File: src/sv/blist_pkg.sv
`timescale 1ns / 1ps
// Shared constants and types for the bounded ordered list.
// No dependencies; imported by blist_cell and bounded_ordered_list.
package blist_pkg;

  localparam int CAPACITY_DEF = 16;
  localparam int CAPACITY_MAX = 64;
  localparam int KW           = $clog2(CAPACITY_MAX);

  // request actions
  localparam logic [2:0] ACT_INSERT    = 3'd0;
  localparam logic [2:0] ACT_DEL_FRONT = 3'd1;
  localparam logic [2:0] ACT_DEL_BACK  = 3'd2;
  localparam logic [2:0] ACT_DEL_MATCH = 3'd3;
  localparam logic [2:0] ACT_LIST      = 3'd4;

  // result status
  localparam logic [1:0] ST_OK       = 2'd0;
  localparam logic [1:0] ST_EMPTY    = 2'd1;
  localparam logic [1:0] ST_NOTFOUND = 2'd2;
  localparam logic [1:0] ST_FULL     = 2'd3;

  // per-cycle cell operation
  localparam logic [1:0] CELL_HOLD = 2'd0;
  localparam logic [1:0] CELL_SHR  = 2'd1;  // take left neighbor
  localparam logic [1:0] CELL_SHL  = 2'd2;  // take right neighbor at and past k
  localparam logic [1:0] CELL_ROT  = 2'd3;  // take right neighbor, ring wraps

  typedef struct packed {
    logic [1:0]    op;
    logic [KW-1:0] k;
  } cell_ctrl_t;

endpackage

File: src/sv/bounded_ordered_list.sv
`timescale 1ns / 1ps
// Bounded ordered list: a ring of CAPACITY cells plus the request sequencer.
// Depends on blist_pkg and blist_cell.
//
// Usage: a request (action, value) enters on in_valid/in_ready; results leave
// on out_valid/out_ready as (entry, status, last), last set on the final
// result of each request.
// Insert, delete front, delete back and any request on an empty list finish
// in the cycle they are accepted; the result shows up on the next cycle.
// Delete-by-value and list rotate the whole ring once through cell 0, one step
// a cycle while not paused, plus a closing step for delete-by-value.
// A list request sends one result per entry; the rotation pauses while the
// receiver holds off out_ready.
// A new request is taken while the sequencer is idle and the output register
// is free or being emptied in that cycle.
// Reset clears the length and the output valid; cell contents are not reset
// and are never read before being written.
module bounded_ordered_list import blist_pkg::*; #(
  parameter int CAPACITY = CAPACITY_DEF
) (
  input  logic               clk,
  input  logic               rst,
  input  logic               in_valid,
  output logic               in_ready,
  input  logic [2:0]         action,
  input  logic signed [31:0] value,
  output logic               out_valid,
  input  logic               out_ready,
  output logic signed [31:0] entry,
  output logic [1:0]         status,
  output logic               last
);

  localparam int IDXW = $clog2(CAPACITY);
  localparam int LENW = $clog2(CAPACITY + 1);

  localparam logic [1:0] S_IDLE   = 2'd0;
  localparam logic [1:0] S_SCAN   = 2'd1;
  localparam logic [1:0] S_FINISH = 2'd2;

  logic [1:0]         state, state_next;
  logic [LENW-1:0]    length, length_next;
  logic [IDXW-1:0]    step, step_next;
  logic               list_mode, list_mode_next;
  logic               found, found_next;
  logic [KW-1:0]      k, k_next;
  logic signed [31:0] key, key_next;

  logic               emit;
  logic signed [31:0] emit_entry;
  logic [1:0]         emit_status;
  logic               emit_last;

  cell_ctrl_t         ctrl;
  logic signed [31:0] cell_q [CAPACITY];

  logic out_free, accept, in_list, go;

  assign out_free = !out_valid || out_ready;
  assign in_ready = (state == S_IDLE) && out_free;
  assign accept   = in_valid && in_ready;
  assign in_list  = LENW'(step) < length;

  for (genvar i = 0; i < CAPACITY; i++) begin : g_cell
    logic signed [31:0] left_d, right_d;
    if (i == 0) begin : g_head
      assign left_d = value;
    end else begin : g_body
      assign left_d = cell_q[i-1];
    end
    assign right_d = cell_q[(i + 1) % CAPACITY];
    blist_cell #(.IDX(i)) u_cell (
      .clk        (clk),
      .ctrl       (ctrl),
      .left_data  (left_d),
      .right_data (right_d),
      .data       (cell_q[i])
    );
  end

  always_comb begin
    state_next     = state;
    length_next    = length;
    step_next      = step;
    list_mode_next = list_mode;
    found_next     = found;
    k_next         = k;
    key_next       = key;
    ctrl.op        = CELL_HOLD;
    ctrl.k         = '0;
    emit           = 1'b0;
    emit_entry     = '0;
    emit_status    = ST_OK;
    emit_last      = 1'b1;
    go             = 1'b0;

    unique case (state)
      S_IDLE: begin
        if (accept) begin
          unique case (action)
            ACT_INSERT: begin
              emit = 1'b1;
              if (length == LENW'(CAPACITY)) begin
                emit_status = ST_FULL;
              end else begin
                ctrl.op     = CELL_SHR;
                length_next = length + LENW'(1);
              end
            end
            ACT_DEL_FRONT: begin
              emit = 1'b1;
              if (length == '0) begin
                emit_status = ST_EMPTY;
              end else begin
                ctrl.op     = CELL_SHL;
                length_next = length - LENW'(1);
              end
            end
            ACT_DEL_BACK: begin
              emit = 1'b1;
              if (length == '0) begin
                emit_status = ST_EMPTY;
              end else begin
                length_next = length - LENW'(1);
              end
            end
            ACT_DEL_MATCH, ACT_LIST: begin
              if (length == '0) begin
                emit        = 1'b1;
                emit_status = ST_EMPTY;
              end else begin
                state_next     = S_SCAN;
                step_next      = '0;
                found_next     = 1'b0;
                list_mode_next = (action == ACT_LIST);
                key_next       = value;
              end
            end
            default: emit = 1'b1;
          endcase
        end
      end
      S_SCAN: begin
        // pause the rotation while a listed entry cannot be handed out
        go = (list_mode && in_list) ? out_free : 1'b1;
        if (go) begin
          ctrl.op = CELL_ROT;
          if (list_mode && in_list) begin
            emit       = 1'b1;
            emit_entry = cell_q[0];
            emit_last  = (LENW'(step) + LENW'(1)) == length;
          end
          if (!list_mode && in_list && !found && cell_q[0] == key) begin
            found_next = 1'b1;
            k_next     = KW'(step);
          end
          if (step == IDXW'(CAPACITY - 1)) begin
            state_next = list_mode ? S_IDLE : S_FINISH;
          end else begin
            step_next = step + IDXW'(1);
          end
        end
      end
      S_FINISH: begin
        if (out_free) begin
          emit       = 1'b1;
          state_next = S_IDLE;
          if (found) begin
            ctrl.op     = CELL_SHL;
            ctrl.k      = k;
            length_next = length - LENW'(1);
          end else begin
            emit_status = ST_NOTFOUND;
          end
        end
      end
      default: state_next = S_IDLE;
    endcase
  end

  always_ff @(posedge clk) begin
    if (rst) begin
      state     <= S_IDLE;
      length    <= '0;
      out_valid <= 1'b0;
    end else begin
      state  <= state_next;
      length <= length_next;
      if (emit) begin
        out_valid <= 1'b1;
      end else if (out_ready) begin
        out_valid <= 1'b0;
      end
    end
  end

  always_ff @(posedge clk) begin
    step      <= step_next;
    list_mode <= list_mode_next;
    found     <= found_next;
    k         <= k_next;
    key       <= key_next;
    if (emit) begin
      entry  <= emit_entry;
      status <= emit_status;
      last   <= emit_last;
    end
  end

endmodule

File: src/sv/blist_cell.sv
`timescale 1ns / 1ps
// One storage cell of the list chain: holds a value, loads from a neighbor.
// Depends on blist_pkg for the cell operation codes and control struct.
module blist_cell import blist_pkg::*; #(
  parameter int IDX = 0
) (
  input  logic              clk,
  input  cell_ctrl_t        ctrl,
  input  logic signed [31:0] left_data,
  input  logic signed [31:0] right_data,
  output logic signed [31:0] data
);

  always_ff @(posedge clk) begin
    unique case (ctrl.op)
      CELL_HOLD: data <= data;
      CELL_SHR:  data <= left_data;
      CELL_ROT:  data <= right_data;
      CELL_SHL: begin
        // close the gap left by the removed entry
        if (KW'(IDX) >= ctrl.k) begin
          data <= right_data;
        end
      end
    endcase
  end

endmodule
File: config.mk
export PLATFORM = sky130hd
export DESIGN_NAME = bounded_ordered_list
export DESIGN_NICKNAME = d
export VERILOG_FILES = /design/src/sv/blist_pkg.sv /design/src/sv/bounded_ordered_list.sv /design/src/sv/blist_cell.sv
export SDC_FILE = /design/constraint.sdc
export NUM_CORES = 1
export LEC_CHECK = 0
export BUFFER_PORTS_ARGS = -buffer_cell sky130_fd_sc_hd__buf_2
export CAP_MARGIN = 10
export CORE_MARGIN = 8
export CORE_UTILIZATION = 55
export CTS_CLUSTER_DIAMETER = 60
export DETAILED_ROUTE_END_ITERATION = 8
export MAX_ROUTING_LAYER = met4
export PLACE_DENSITY = 0.71
export SLEW_MARGIN = 10
export SYNTH_ARGS = -nofsm -noshare
export SYNTH_HDL_FRONTEND = slang
export SYNTH_HIERARCHICAL = 1
export SYNTH_SLANG_ARGS = --single-unit
File: constraint.sdc
create_clock -name clk -period 4.8 [get_ports clk]
set_input_delay 0.48 -clock clk [delete_from_list [all_inputs] [get_ports clk]]
set_output_delay 0.48 -clock clk [all_outputs]
set_load 0.01 [all_outputs]
Word level (Yosys, flattened, before mapping)
Index checks and enable logic that the tools add are counted.
{ "word_totals": {"regBits": 597, "in_bits": 39, "output_inout_bits": 37, "elab_cells": 219} }
{ "classes": {"mux": 85, "add_sub_neg": 4, "reduce_logical": 43, "n_lt_le_gt_ge": 17, "n_eq_ne": 41, "bitwise": 2} }
{ "ops": {"columns": ["op", "n"], "rows": [
  ["$pmux W32 S3", 16],
  ["$mux W32", 16],
  ["$ge A4 B6 Y1 const A", 8],
  ["$ne A2 B1 Y1 const B", 17],
  ["$eq A32 B32 Y1", 1],
  ["$reduce_and A2 Y1", 16],
  ["$mux W2", 14],
  ["$mux W5", 5],
  ["$ge A3 B6 Y1 const A", 4],
  ["$mux W4", 5],
  ["$pmux W5 S2", 2],
  ["$reduce_and A6 Y1", 3],
  ["$mux W1", 16],
  ["$mux W8", 2],
  ["$ne A2 B2 Y1 const B", 8],
  ["$ge A1 B6 Y1 const A", 2],
  ["$ge A2 B6 Y1 const A", 2],
  ["$pmux W2 S2", 3],
  ["$pmux W2 S3", 2],
  ["$pmux W4 S2", 1],
  ["$reduce_and A7 Y1", 1],
  ["$eq A2 B2 Y1 const B", 3],
  ["$eq A3 B2 Y1 const B", 2],
  ["$logic_and A1 B1 Y1", 6],
  ["other kinds (27)", 37]
]} }

Longest topological paths before layout
Gate-level depths: netlist of run 1.
{ "logic_depth": {"ltp_word": 9, "mapped_depth": 10, "ltp_nobuf": 9} }

Cells and area by module
Netlist of run 1, hierarchy kept.
{ "modules_own_cells": {"columns": ["mod", "cells_per_inst", "area_per_inst_um2", "instances"], "rows": [
  ["blist_cell at g_cell[2].u_cell ...", 71, 1526.5, 3],
  ["blist_cell at g_cell[0].u_cell ...", 71, 1520.2, 3],
  ["bounded_ordered_list", 283, 3841.2, 1],
  ["blist_cell at g_cell[12].u_cell ...", 71, 1521.5, 2],
  ["blist_cell at g_cell[13].u_cell ...", 71, 1519.0, 2],
  ["blist_cell at g_cell[10].u_cell", 72, 1537.7, 1],
  ["blist_cell at g_cell[5].u_cell", 71, 1525.2, 1],
  ["blist_cell at g_cell[7].u_cell", 70, 1520.2, 1],
  ["blist_cell at g_cell[11].u_cell", 70, 1516.5, 1],
  ["blist_cell at g_cell[3].u_cell", 70, 1515.2, 1],
  ["blist_cell at g_cell[15].u_cell", 70, 1512.7, 1]
]} }

Worst setup path after synthesis of run 1
Ideal clock, no wire load.
{ "synth_timing": {"kind": "register to register", "start": "register length[1]", "end": "register entry[0] (enable)", "path_stages_with_launch": 8, "synth_period_minus_slack_ps": 4138, "t_arrival_ps": 3662, "path_buffers": 0, "path_slack_ps": 662, "setup_time_ps": 476, "cell_sequence": "dfxtp_1 inv_1 ha_1 nand2b_1 a211oi_1 nor2_1 a31oi_1 o21ai_0"} }
{ "synth_between": {"elab_chain_cells": 5, "word_cells_on_any_way": 10, "classes_between": "order compare: 1; mux: 7; reduce/logical: 2"} }
{ "synth_lines": {"columns": ["element", "line", "rtl"], "rows": [
  ["start, declared", "bounded_ordered_list.sv:42", "logic [LENW-1:0] length, length_next;"],
  ["start signal, assigned", "bounded_ordered_list.sv:188", "length <= length_next;"],
  ["$lt A4 B5 Y1 / $logic_not A5 Y1 (equally long branches)", "bounded_ordered_list.sv:62, bounded_ordered_list.sv:128", null],
  ["$logic_and A1 B1 Y1 / $mux W1 (equally long branches)", "bounded_ordered_list.sv:145, bounded_ordered_list.sv:148, bounded_ordered_list.sv:128", null],
  ["$mux W1, on equally long branches", "bounded_ordered_list.sv:148, bounded_ordered_list.sv:100, bounded_ordered_list.sv:145", null],
  ["$mux W1, on equally long branches", "bounded_ordered_list.sv:146, bounded_ordered_list.sv:99", null],
  ["$pmux W1 S3 (*)", "bounded_ordered_list.sv:97", "unique case (state)"],
  ["named net emit", "bounded_ordered_list.sv:49", "logic emit;"],
  ["end signal, assigned", "bounded_ordered_list.sv:204", "entry <= emit_entry;"],
  ["end, declared", "bounded_ordered_list.sv:29", "output logic signed [31:0] entry,"]
]} }
Mark *: on every way through the listed nets, which the timed path passes. The rest lies on a longest branch.
A chain may end at the register's enable or synchronous reset.

==> summary.md, run 1 <==
| Metric | Value |
|---|---|
| Die width | 242 µm |
| Core box area | 51000 µm² |
| Cts hold-fix bufs | 0 |
| Worst slack, placed | 1210 ps |
| Post-synth EDFFs | 589 |
| Setup TNS | 0 ps |
| Post-DRT Antenna Nets | 0 |
| CP endpoint kind | register |
| Max Freq | 270 MHz |
| Top-area cell type share of the netlist area | 62.7% |
| Area Growth Syn to Fin | 8.95% |
| Routed WL | 56.4 mm |
| Final Critical Period | 3700 ps |
| R2r endpoint | g_cell[2].u_cell/data[31]$_DFFE_PP_ |
| Final count of pins violating max slew | 0 |
| Die height | 242 µm |
| Worst hold slack | 54.5 ps |
| Number of remaining DRC errors | 0 |
| Kind of critical path | reg -> reg |
| R2r startpoint | length[1]$_SDFFE_PP0P_ |
| Delay-heaviest family, CP | buffers and inverters |
| Synth Register Bits | 597 |
| Routability cong. | 0.830 |
| Power share of the combinational group | 5.8% |
| Avg Synthesized Cell Area | 19.9 µm² |
| Critical path peak fanout | 83 |
| DR vias/cell | 5.64 |
| Vias in the first global route | 13.3k |
| CP Data Required Time | 5170 ps |
| Hold WC Path Type | in -> reg |
| Worst skew pair latency | 620 ps |
| P_leak | 11.0 nW |
| Layout cells sized above 1 | 46.0% |
| Setup ws final | 1100 ps |
| Crit path cell chain | inv_1 > ha_1 > nand2b_1 > a211oi_1 > nor3_1 > nand2b_1 > nand3b_1 > buf_12 > buf_12 > mux2_2 |
| Hold Violations, Final | 0 |
| CTS buffer count | 59 |
| I/O Buffers | 75 |
| Total GRT Usage | 19.3% |
| Largest net degree at the start of global routing | 99 |
| PD cells | 366 nW/µm² |
| CP max stage delay | 560 ps |
| Global routing usage on met3 | 3.94% |
| Global-route track usage on met2 | 28.3% |
| Ys flop type | edfxtp_1 |
| Final net count | 1594 |
| Power share of the sequential group | 53.3% |
| Synth area leaders | edfxtp_1 63%, mux2_4 25%, buf_12 3.4% |
| Buf+Inv Stages, Crit Path | 3 |
| Yosys cell types | 57 |
| Worst-path clk slew | 70 ps |
| Critical Path Start | length[1]$_SDFFE_PP0P_ |
| Most frequent cell after synthesis | edfxtp_1 |
| Final setup viols | 0 |
| Async set-or-reset flop fraction in the synthesized netlist | 0% |
| Sw Share | 21.4% |
| Root buffer selected by CTS | clkbuf_16 |
| Clock sinks | 597 |
| Psw | 2.40 mW |
| Power share of the clock group | 40.9% |
| Worst path slowest cell | buf_12 |
| Number of max-cap violations | 0 |
| Worst Max-Slew Pin Slew | 1100 ps |
| Status | finished clean |
| Crit. path cell count | 10 |
| Met1 GRT Util | 27.6% |
| Critical Path Sink | g_cell[2].u_cell/data[31]$_DFFE_PP_ |
| First-iteration detailed-routing DRC count | 997 |
| Cells after Synth | 1416 |
| Worst clock skew | 15.6 ps |
| Htree depth | 2 |
| Synthesis Warnings | 6 |
| Drt pass-1 iters | 7 |
| Postcts setup bufs | 0 |
| # IOs | 76 |
| Starting Density | 55.3% |
| Peak supply drop | 0.262 mV |
| Critical Path AT | 4070 ps |
| Total gr overflow | 0 |
| Routed vias | 12.8k |
| Grt peak-use layer | met2 |
| Rows | 83 |
| R2R depth | 10 |
| Post-route clock period utilization | 77.2% |
| Largest area contributor in the netlist | edfxtp_1 |
| Die ar. | 58800 µm² |
| First-pass GRT wire length | 85.0 mm |
| Post_cts resized | 0 |
| Unrepaired setup endpoints after global routing | false |
| R2R Setup Slk | 1100 ps |
| Internal power | 8.84 mW |
| CP Launch Type | register |
| Initial antenna violation count | 2 |
| WL/cell | 24.8 µm |
| Post-DP HPWL | 33.1 mm |
| CTS tree | yes |
| Relative slew slack | 26.5% |
| Top post-synthesis cells by count | 589 x edfxtp_1, 470 x mux2_4, 48 x buf_12 |
| Syn Std Cell Area | 28200 µm² |
| Clock buffer depth | 3 |
| Sequential share of the synthesized area | 63.3% |
[how the worst min path moves through the flow]
stage                                     start           endpoint  slack, ps  cells after the start
after floorplan           step[1]$_SDFFCE_PN0P_     k[1]$_DFFE_PP_        480                      0
after detailed placement  step[3]$_SDFFCE_PN0P_     k[3]$_DFFE_PP_        530                      0
after CTS                             value[12]  key[12]$_DFFE_PP_         30                      1
after global placement    step[1]$_SDFFCE_PN0P_     k[1]$_DFFE_PP_        510                      0
final                                 value[12]  key[12]$_DFFE_PP_         50                      1
after global routing                  value[23]  key[23]$_DFFE_PP_         30                      1
[cell usage in the layout (no fill, tap or decap), drive strengths merged, types with 3 or more instances in the layout]
master  count
a21o        7
a21oi      10
a31o        7
a31oi       3
and2       38
buf       109
bufinv      6
clkbuf     69
clkinv     30
conb       32
dfxtp       8
edfxtp    589
ha          8
inv        12
mux2      513
mux2i       3
nand2       7
nand2b      4
nand3       7
nand4       9
nor2       20
nor2b       5
nor3        8
nor4        7
nor4b       6
o21ai      12
or3         3
xnor2      29
xor2       12
[per-layer routing]
metal	wire, µm	share of wire, %	up-vias
li1	-	-	5735
met1	26100	46	6677
met2	25500	45	346
met4	1190	2.1	0
met3	3500	6.2	72
met5	0	0	-
[power by group through the flow]
| stage | sequential [mW] | combinational [mW] | clock [mW] |
|---|---|---|---|
| after floorplan | 6.08 | 0.477 | 0 |
| after global placement | 6.10 | 0.638 | 0 |
| after detailed placement | 6.10 | 0.651 | 0 |
| after CTS | 5.99 | 0.654 | 4.69 |
| after global routing | 6.01 | 0.689 | 4.87 |
| final | 5.99 | 0.650 | 4.59 |
[per-stage QoR]
| step | power, mW | std cells | util [%] | instance area, µm² |
|---|---|---|---|---|
| floorplan | 6.56 | 1447 | - | 28300 |
| global placement | 6.74 | 2166 | 56.5 | 28800 |
| detailed placement | 6.75 | 2166 | 56.5 | 28800 |
| CTS | 11.3 | 2275 | 60.2 | 30700 |
| global route | 11.6 | 2276 | 60.2 | 30700 |
| finish | 11.2 | 2276 | 60.2 | 30700 |
[state kept, by name, indices dropped and copies added, names as in the netlist]
register / cells
state: 2
entry: 32
list_mode: 1
length: 5
out_valid: 1
key: 32
status: 2
step: 4
found: 1
k: 4
g_cell.u_cell/data: 512
last: 1
[cell families after synthesis]
kind of cell / after synthesis / share of synthesized area, %
flops: 597 / 63.3
mux: 516 / 26.9
simple gates: 125 / 2.69
buf+inv: 79 / 4.28
compound gates: 49 / 1.22
xor+xnor: 41 / 1.27
fa+ha+maj: 8 / 0.355
other cells: 1 / 0.0133
[area by class of cell]
type | instances | area (µm²)
fillers | 3706 | 20300
flip-flops and latches | 597 | 17800
multi-input cells | 771 | 9270
clock buffers | 69 | 1540
well taps | 680 | 851
repair buffers | 109 | 806
clock inverters | 40 | 364
inverters | 9 | 33.8
diodes | 1 | 2.50
No activity file was read; power rests on OpenSTA's default activity.
==> inputs of run 2 (changes only) <==
- ABC_AREA: default -> 1
- PLACE_DENSITY: 0.71 -> 0.73
- clock period: 4.8 -> 3.26 ns (I/O delays scaled with it)
==> run 2 against run 1 <==
  * Cell area rose by 2.9%
  * Via count rose by 48%
  * Sequential power rose by 92%
  * Combinational power rose to 8.3 times the previous value
  * Die area rose by 0.64%
  * Clock skew barely moved
  * Sequential share of layout area fell by 1.7 points
  * Fmax rose by 25%
  * Hold slack got worse by 1.3 ps
  * Critical endpoint is now g_cell[11].u_cell/data[11]$_DFFE_PP_
  * Synthesized cell count rose by 93%
  * Largest cell class unchanged
  * Clock power rose by 37%
  * Total power rose by 110%
==> summary.md, run 2 <==
| Metric | Value |
|---|---|
| CP Data Required Time | 3620 ps (was 5170 ps) |
| Total GRT Usage | 22.1% (was 19.3%) |
| Synth area leaders | edfxtp_1 62%, nand2_1 13%, inv_1 5.5% (was edfxtp_1 63%, mux2_4 25%, buf_12 3.4%) |
| First-iteration detailed-routing DRC count | 1589 (was 997) |
| Worst clock skew | 15.9 ps (was 15.6 ps) |
| Post_cts resized | 0 (unchanged) |
| Commonest cells after routing, fill and taps aside | 1001 x nand2_1, 589 x edfxtp_1, 414 x inv_1 (was 589 x edfxtp_1, 470 x mux2_4, 75 x buf_2) |
| Setup ws final | 289 ps (was 1100 ps) |
| Top-area cell type share of the netlist area | 62.3% (was 62.7%) |
| Number of remaining DRC errors | 0 (unchanged) |
| Core box area | 51200 µm² (was 51000 µm²) |
| Peak supply drop | 0.560 mV (was 0.262 mV) |
| Cells after Synth | 2737 (was 1416) |
| Final count of pins violating max slew | 0 (unchanged) |
| Biggest register | g_cell.u_cell/data (unchanged) |
| Clock buffer depth | 3 (unchanged) |
| Final Non-Filler Cells | 3625 (was 2276) |
| Post-route clock period utilization | 91.1% (was 77.2%) |
| Area Growth Syn to Fin | 11.4% (was 8.95%) |
| P_leak | 13.1 nW (was 11.0 nW) |
| Starting Density | 55.4% (was 55.3%) |
| Max FFs per register | 512 (unchanged) |
| Setup TNS | 0 ps (unchanged) |
| Post-synth EDFFs | 589 (unchanged) |
| Root buffer selected by CTS | clkbuf_16 (unchanged) |
| Cts hold-fix bufs | 33 (was 0) |
| I/O Buffers | 75 (unchanged) |
| Kind of critical path | reg -> reg (unchanged) |
| Hold WC Path Type | in -> reg (unchanged) |
| Initial antenna violation count | 2 (unchanged) |
| Post-DRT Antenna Nets | 0 (unchanged) |
| Largest area contributor in the netlist | edfxtp_1 (unchanged) |
| Status | finished clean (unchanged) |
| Layout cells sized above 1 | 18.1% (was 46.0%) |
| PD cells | 732 nW/µm² (was 366 nW/µm²) |
| Yosys cell types | 38 (was 57) |
| Worst Max-Slew Pin Slew | 1120 ps (was 1100 ps) |
| Largest registers | g_cell.u_cell/data: 512 flops, entry: 32 flops, key: 32 flops (unchanged) |
| Die height | 243 µm (was 242 µm) |
| Routed WL | 64.5 mm (was 56.4 mm) |
| Vias in the first global route | 19.5k (was 13.3k) |
| Routability cong. | 0.881 (was 0.830) |
| Postcts setup bufs | 0 (unchanged) |
| Final setup viols | 0 (unchanged) |
| CP endpoint kind | register (unchanged) |
| Avg Synthesized Cell Area | 10.4 µm² (was 19.9 µm²) |
| Async set-or-reset flop fraction in the synthesized netlist | 0% (unchanged) |
| Htree depth | 2 (unchanged) |
| Critical path peak fanout | 75 (was 83) |
| Cells after DPL | 3486 (was 2166) |
| Ys flop type | edfxtp_1 (unchanged) |
| Worst skew pair latency | 610 ps (was 620 ps) |
| WL/cell | 17.8 µm (was 24.8 µm) |
| CTS tree | yes (unchanged) |
| CTS buffer count | 59 (unchanged) |
| Hold Violations, Final | 0 (unchanged) |
| Worst slack, placed | 332 ps (was 1210 ps) |
| Drt pass-1 iters | 8 (was 7) |
| Largest net degree at the start of global routing | 76 (was 99) |
| Syn Std Cell Area | 28400 µm² (was 28200 µm²) |
| Rows | 83 (unchanged) |
| Unrepaired setup endpoints after global routing | false (unchanged) |
| Routed vias | 19.0k (was 12.8k) |
| Top post-synthesis cells by count | 1017 x nand2_1, 589 x edfxtp_1, 414 x inv_1 (was 589 x edfxtp_1, 470 x mux2_4, 48 x buf_12) |
| Number of max-cap violations | 0 (unchanged) |
| # IOs | 76 (unchanged) |
| Die ar. | 59100 µm² (was 58800 µm²) |
| Sequential share of the synthesized area | 62.9% (was 63.3%) |
| Post-DP HPWL | 43.4 mm (was 33.1 mm) |
| Relative slew slack | 25.2% (was 26.5%) |
| Critical Path AT | 3330 ps (was 4070 ps) |
| Final net count | 2947 (was 1594) |
| Worst hold slack | 53.3 ps (was 54.5 ps) |
| First-pass GRT wire length | 103 mm (was 85.0 mm) |
| Max Freq | 337 MHz (was 270 MHz) |
| Final Critical Period | 2970 ps (was 3700 ps) |
| Clock sinks | 597 (unchanged) |
| DR vias/cell | 5.25 (was 5.64) |
| Synthesis Warnings | 6 (unchanged) |
| Die width | 243 µm (was 242 µm) |
| Synth Register Bits | 597 (unchanged) |
| CP Launch Type | register (unchanged) |
| R2R Setup Slk | 290 ps (was 1100 ps) |
| Most frequent cell after synthesis | nand2_1 (was edfxtp_1) |
| Total gr overflow | 0 (unchanged) |
| Most common cell after layout, fill and taps aside | nand2_1 (was edfxtp_1) |
| Worst-path clk slew | 60 ps (was 70 ps) |
| Pwr Total | 23.1 mW (was 11.2 mW) |
## run 2: cell types whose count changed in the layout (fill, tap and decap cells not counted), sizes merged, moves of 18 or more
cell	previous run	this run
nand2	7	1112
mux2	513	0
inv	12	430
o21ai	12	300
nor2	20	97
buf	109	155
and2	38	0
dlygate4sd3	0	33
nand3	7	26
xnor2	29	11
## run 2: area by class of cell
type,count,area [µm²]
diodes,2,5.00
clock buffers,77,1590
clock inverters,27,150
fillers,4018,19600
inverters,429,1660
multi-input cells,1625,7720
flip-flops and latches,597,17800
well taps,680,851
repair buffers,188,1790
## run 2: where the power goes
| group | switching (mW) | internal (mW) |
|---|---|---|
| combinational | 3.52 | 1.85 |
| clock | 2.82 | 3.47 |
| sequential | 0.825 | 10.7 |
| total | 7.17 | 16.0 |
## run 2: kinds of logic after synthesis
kind of cell             Yosys count  synth area share (%)
other                              1                0.0132
XOR/XNOR                          21                 0.648
adder cells (fa/ha/maj)            8                 0.353
flip-flops                       597                  62.9
AND/OR/NAND/NOR                 1247                  17.8
AO/OA/AOI/OAI                    316                  7.78
multiplexers                       1                0.0353
buffers and inverters            546                  10.5
## run 2: worst max-delay path, stage by stage (launching register included)
cell      delay (ps)
edfxtp_1         440
ha_1             300
nand2_1           70
nor2_1            60
a21oi_4          210
inv_1             90
o31ai_2          340
nand3_4          260
buf_12           240
buf_12           200
buf_4            270
nand2_1          120
nand2_1           60
## run 2: path summary, 6_finish.rpt
path	endpoint	cells after the start	startpoint
worst min-delay path	state[1]$_SDFFE_PP0P_	4	out_ready
worst max-delay path	g_cell[11].u_cell/data[11]$_DFFE_PP_	12	step[3]$_SDFFCE_PN0P_
worst min register to register	g_cell[14].u_cell/data[26]$_DFFE_PP_	2	g_cell[15].u_cell/data[26]$_DFFE_PP_
worst max register to register	g_cell[11].u_cell/data[11]$_DFFE_PP_	12	step[3]$_SDFFCE_PN0P_
## run 2: per-layer routing
metal | up-vias | routed length, µm | track usage (%)
li1 | 9062 | - | -
met1 | 9283 | 25900 | 27.0
met2 | 583 | 33200 | 38.1
met3 | 107 | 3750 | 2.99
met4 | 0 | 1680 | 6.77
met5 | - | 0 | -
## run 2: through the flow
stage | utilization [%] | cell area, µm²
after floorplan | - | 28500
after global placement | 57.7 | 29500
after detailed placement | 57.7 | 29500
after CTS | 61.7 | 31600
after global routing | 61.8 | 31600
final | 61.8 | 31600
==> inputs of run 3 (changes only) <==
- PLACE_DENSITY: 0.73 -> 0.71
- clock period: 3.26 -> 3.7 ns (I/O delays scaled with it)
==> run 3 against run 2 <==
  * Utilization increased by 0.27 points
  * Cell area increased by 0.44%
  * Hold slack got worse by 16 ps
  * Clock power increased by 3.3%
  * Critical path type unchanged
  * Via count decreased by 0.58%
  * Routed wire length increased by 4.1%
  * Non-clock buffer count decreased by 17
==> summary.md, run 3 (same netlist as run 2, synthesis figures left out) <==
| Metric | Value |
|---|---|
| Final net count | 2938 (was 2947) |
| Final setup viols | 0 (unchanged) |
| Cells after DPL | 3470 (was 3486) |
| Routed WL | 67.1 mm (was 64.5 mm) |
| Largest net degree at the start of global routing | 82 (was 76) |
| Initial antenna violation count | 1 (was 2) |
| Core box area | 51200 µm² (unchanged) |
| Buf+Inv Stages, Crit Path | 7 (was 4) |
| Critical Path AT | 3480 ps (was 3330 ps) |
| P_leak | 13.2 nW (was 13.1 nW) |
| Hold Violations, Final | 0 (unchanged) |
| Max FFs per register | 512 (unchanged) |
| Routability cong. | 0.825 (was 0.881) |
| Crit path cell chain | inv_1 > ha_1 > inv_1 > o21ai_0 > a21oi_4 > inv_1 > o31ai_2 > nand3_4 > buf_12 > buf_12 > inv_8 > nor2_1 > nand3_1 > nand2_1 > buf_4 (was ha_1 > nand2_1 > nor2_1 > a21oi_4 > inv_1 > o31ai_2 > nand3_4 > buf_12 > buf_12 > buf_4 > nand2_1 > nand2_1) |
| CTS tree | yes (unchanged) |
| Total GRT Usage | 23.1% (was 22.1%) |
| CP endpoint kind | register (unchanged) |
| First-iteration detailed-routing DRC count | 1613 (was 1589) |
| Clock buffer depth | 3 (unchanged) |
| Max Freq | 314 MHz (was 337 MHz) |
| Commonest cells after routing, fill and taps aside | 1017 x nand2_1, 589 x edfxtp_1, 414 x inv_1 (was 1001 x nand2_1, 589 x edfxtp_1, 414 x inv_1) |
| WL/cell | 18.6 µm (was 17.8 µm) |
| Critical Path Sink | g_cell[1].u_cell/data[11]$_DFFE_PP_ (was g_cell[11].u_cell/data[11]$_DFFE_PP_) |
| Most numerous cell on the critical path | inv_1 (was nand2_1) |
| # IOs | 76 (unchanged) |
| Crit. path cell count | 15 (was 12) |
| Fillers | 4055 (was 4018) |
| Critical Path Start | length[1]$_SDFFE_PP0P_ (was step[3]$_SDFFCE_PN0P_) |
| Status | finished clean (unchanged) |
| Largest registers | g_cell.u_cell/data: 512 flops, entry: 32 flops, key: 32 flops (unchanged) |
| Total gr overflow | 0 (unchanged) |
| Root buffer selected by CTS | clkbuf_16 (unchanged) |
| Starting Density | 55.4% (unchanged) |
| Post-DP HPWL | 43.0 mm (was 43.4 mm) |
| CP Data Required Time | 3990 ps (was 3620 ps) |
| Length of routed met2 wiring | 33.3 mm (was 33.2 mm) |
| Post_cts resized | 0 (unchanged) |
| R2r endpoint | g_cell[1].u_cell/data[11]$_DFFE_PP_ (was g_cell[11].u_cell/data[11]$_DFFE_PP_) |
| CP Launch Type | register (unchanged) |
| Final Util | 62.0% (was 61.8%) |
| Biggest register | g_cell.u_cell/data (unchanged) |
| Peak supply drop | 0.501 mV (was 0.560 mV) |
| CP max stage delay | 400 ps (was 440 ps) |
| Htree depth | 3 (was 2) |
| Die ar. | 59100 µm² (unchanged) |
| Number of remaining DRC errors | 0 (unchanged) |
| First-pass GRT wire length | 105 mm (was 103 mm) |
| Worst clock skew | 24.5 ps (was 15.9 ps) |
| Unrepaired setup endpoints after global routing | false (unchanged) |
| DR vias/cell | 5.23 (was 5.25) |
| Routed vias | 18.9k (was 19.0k) |
| Worst Max-Slew Pin Slew | 1050 ps (was 1120 ps) |
| Vias in the first global route | 19.3k (was 19.5k) |
| Area Growth Syn to Fin | 11.9% (was 11.4%) |
| Setup TNS | 0 ps (unchanged) |
| Hold WC Path Type | in -> reg (unchanged) |
| Wire length on met3 | 3.80 mm (was 3.75 mm) |
| Rows | 83 (unchanged) |
| Post-DRT Antenna Nets | 0 (unchanged) |
| PD cells | 672 nW/µm² (was 732 nW/µm²) |
| Final Non-Filler Cells | 3617 (was 3625) |
| R2R depth | 15 (was 12) |
| Register area | 17800 µm² (unchanged) |
| Kind of critical path | reg -> reg (unchanged) |
| Number of max-cap violations | 0 (unchanged) |
| Worst path slowest cell | dfxtp_1 (was edfxtp_1) |
| Delay-heaviest family, CP | buffers and inverters (unchanged) |
| I/O Buffers | 75 (unchanged) |
| Relative slew slack | 29.7% (was 25.2%) |
| Clock sinks | 597 (unchanged) |
| Die height | 243 µm (unchanged) |
| Final Critical Period | 3190 ps (was 2970 ps) |
| Layout cells sized above 1 | 17.4% (was 18.1%) |
| Post-route clock period utilization | 86.1% (was 91.1%) |
| Drt pass-1 iters | 7 (was 8) |
| Met1 WL | 27.9 mm (was 25.9 mm) |
| Final count of pins violating max slew | 0 (unchanged) |
| Most common cell after layout, fill and taps aside | nand2_1 (unchanged) |
| Worst-path clk slew | 60 ps (about the same) |
| Die width | 243 µm (unchanged) |
| R2r startpoint | length[1]$_SDFFE_PP0P_ (was step[3]$_SDFFCE_PN0P_) |
| Critical path peak fanout | 32 (was 75) |
| Highest Signal Layer | met4 (unchanged) |
| Area of the multi-input gates | 7680 µm² (was 7720 µm²) |
| Worst skew pair latency | 610 ps (about the same) |
| CTS buffer count | 67 (was 59) |
| R2R Setup Slk | 510 ps (was 290 ps) |
run 3: metrics by stage:
stage / instance area, µm² / hold WS (ps) / total power [mW] / setup slack, ps
6_report: 31800 / 37.1 / 21.3 / 514
3_5_place_dp: 29300 / 509 / 14.9 / 550
2_1_floorplan: 28500 / 439 / 13.5 / 275
3_3_place_gp: 29300 / 500 / 14.7 / 612
4_1_cts: 31800 / 5.54 / 21.4 / 529
5_1_grt: 31800 / 19.5 / 22.3 / 306
run 3: how the worst min path moves through the flow:
stage | from | to | slack [ps] | cells past startpoint
after CTS | rst | state[1]$_SDFFE_PP0P_ | 6 | 2
after global placement | g_cell[15].u_cell/data[11]$_DFFE_PP_ | g_cell[14].u_cell/data[11]$_DFFE_PP_ | 500 | 2
after floorplan | rst | length[0]$_SDFFE_PP0P_ | 440 | 1
final | rst | length[0]$_SDFFE_PP0P_ | 40 | 2
after global routing | rst | length[0]$_SDFFE_PP0P_ | 20 | 2
after detailed placement | g_cell[15].u_cell/data[10]$_DFFE_PP_ | g_cell[14].u_cell/data[10]$_DFFE_PP_ | 510 | 2
run 3: cell type report:
type,instances,share of cell area (%)
timing repair buffer,171,5.04
clock inverter,32,0.985
tap,680,2.68
antenna,1,0.00788
inverter,429,5.24
sequential,597,56.2
multi-input combinational,1625,24.2
clock buffer,82,5.66
run 3: report_power, final:
part | total [mW] | switching [mW] | internal [mW] | leakage [nW]
clock network | 6.51 | 2.70 | 3.81 | 1.03
logic | 4.71 | 3.16 | 1.55 | 6.62
registers | 10.1 | 0.728 | 9.39 | 5.51
total | 21.3 | 6.58 | 14.7 | 13.2
run 3: metal layers:
metal | vias to the layer above | track usage (%)
met5 | - | -
li1 | 9048 | -
met2 | 561 | 38.4
met4 | 0 | 8.15
met1 | 9169 | 28.4
met3 | 146 | 3.98
run 3: repair_timing:
item | CTS | global route
endpoints found under the hold margin | 32 | 0
setup buffers | 0 | 0
hold buffers | 32 | 0
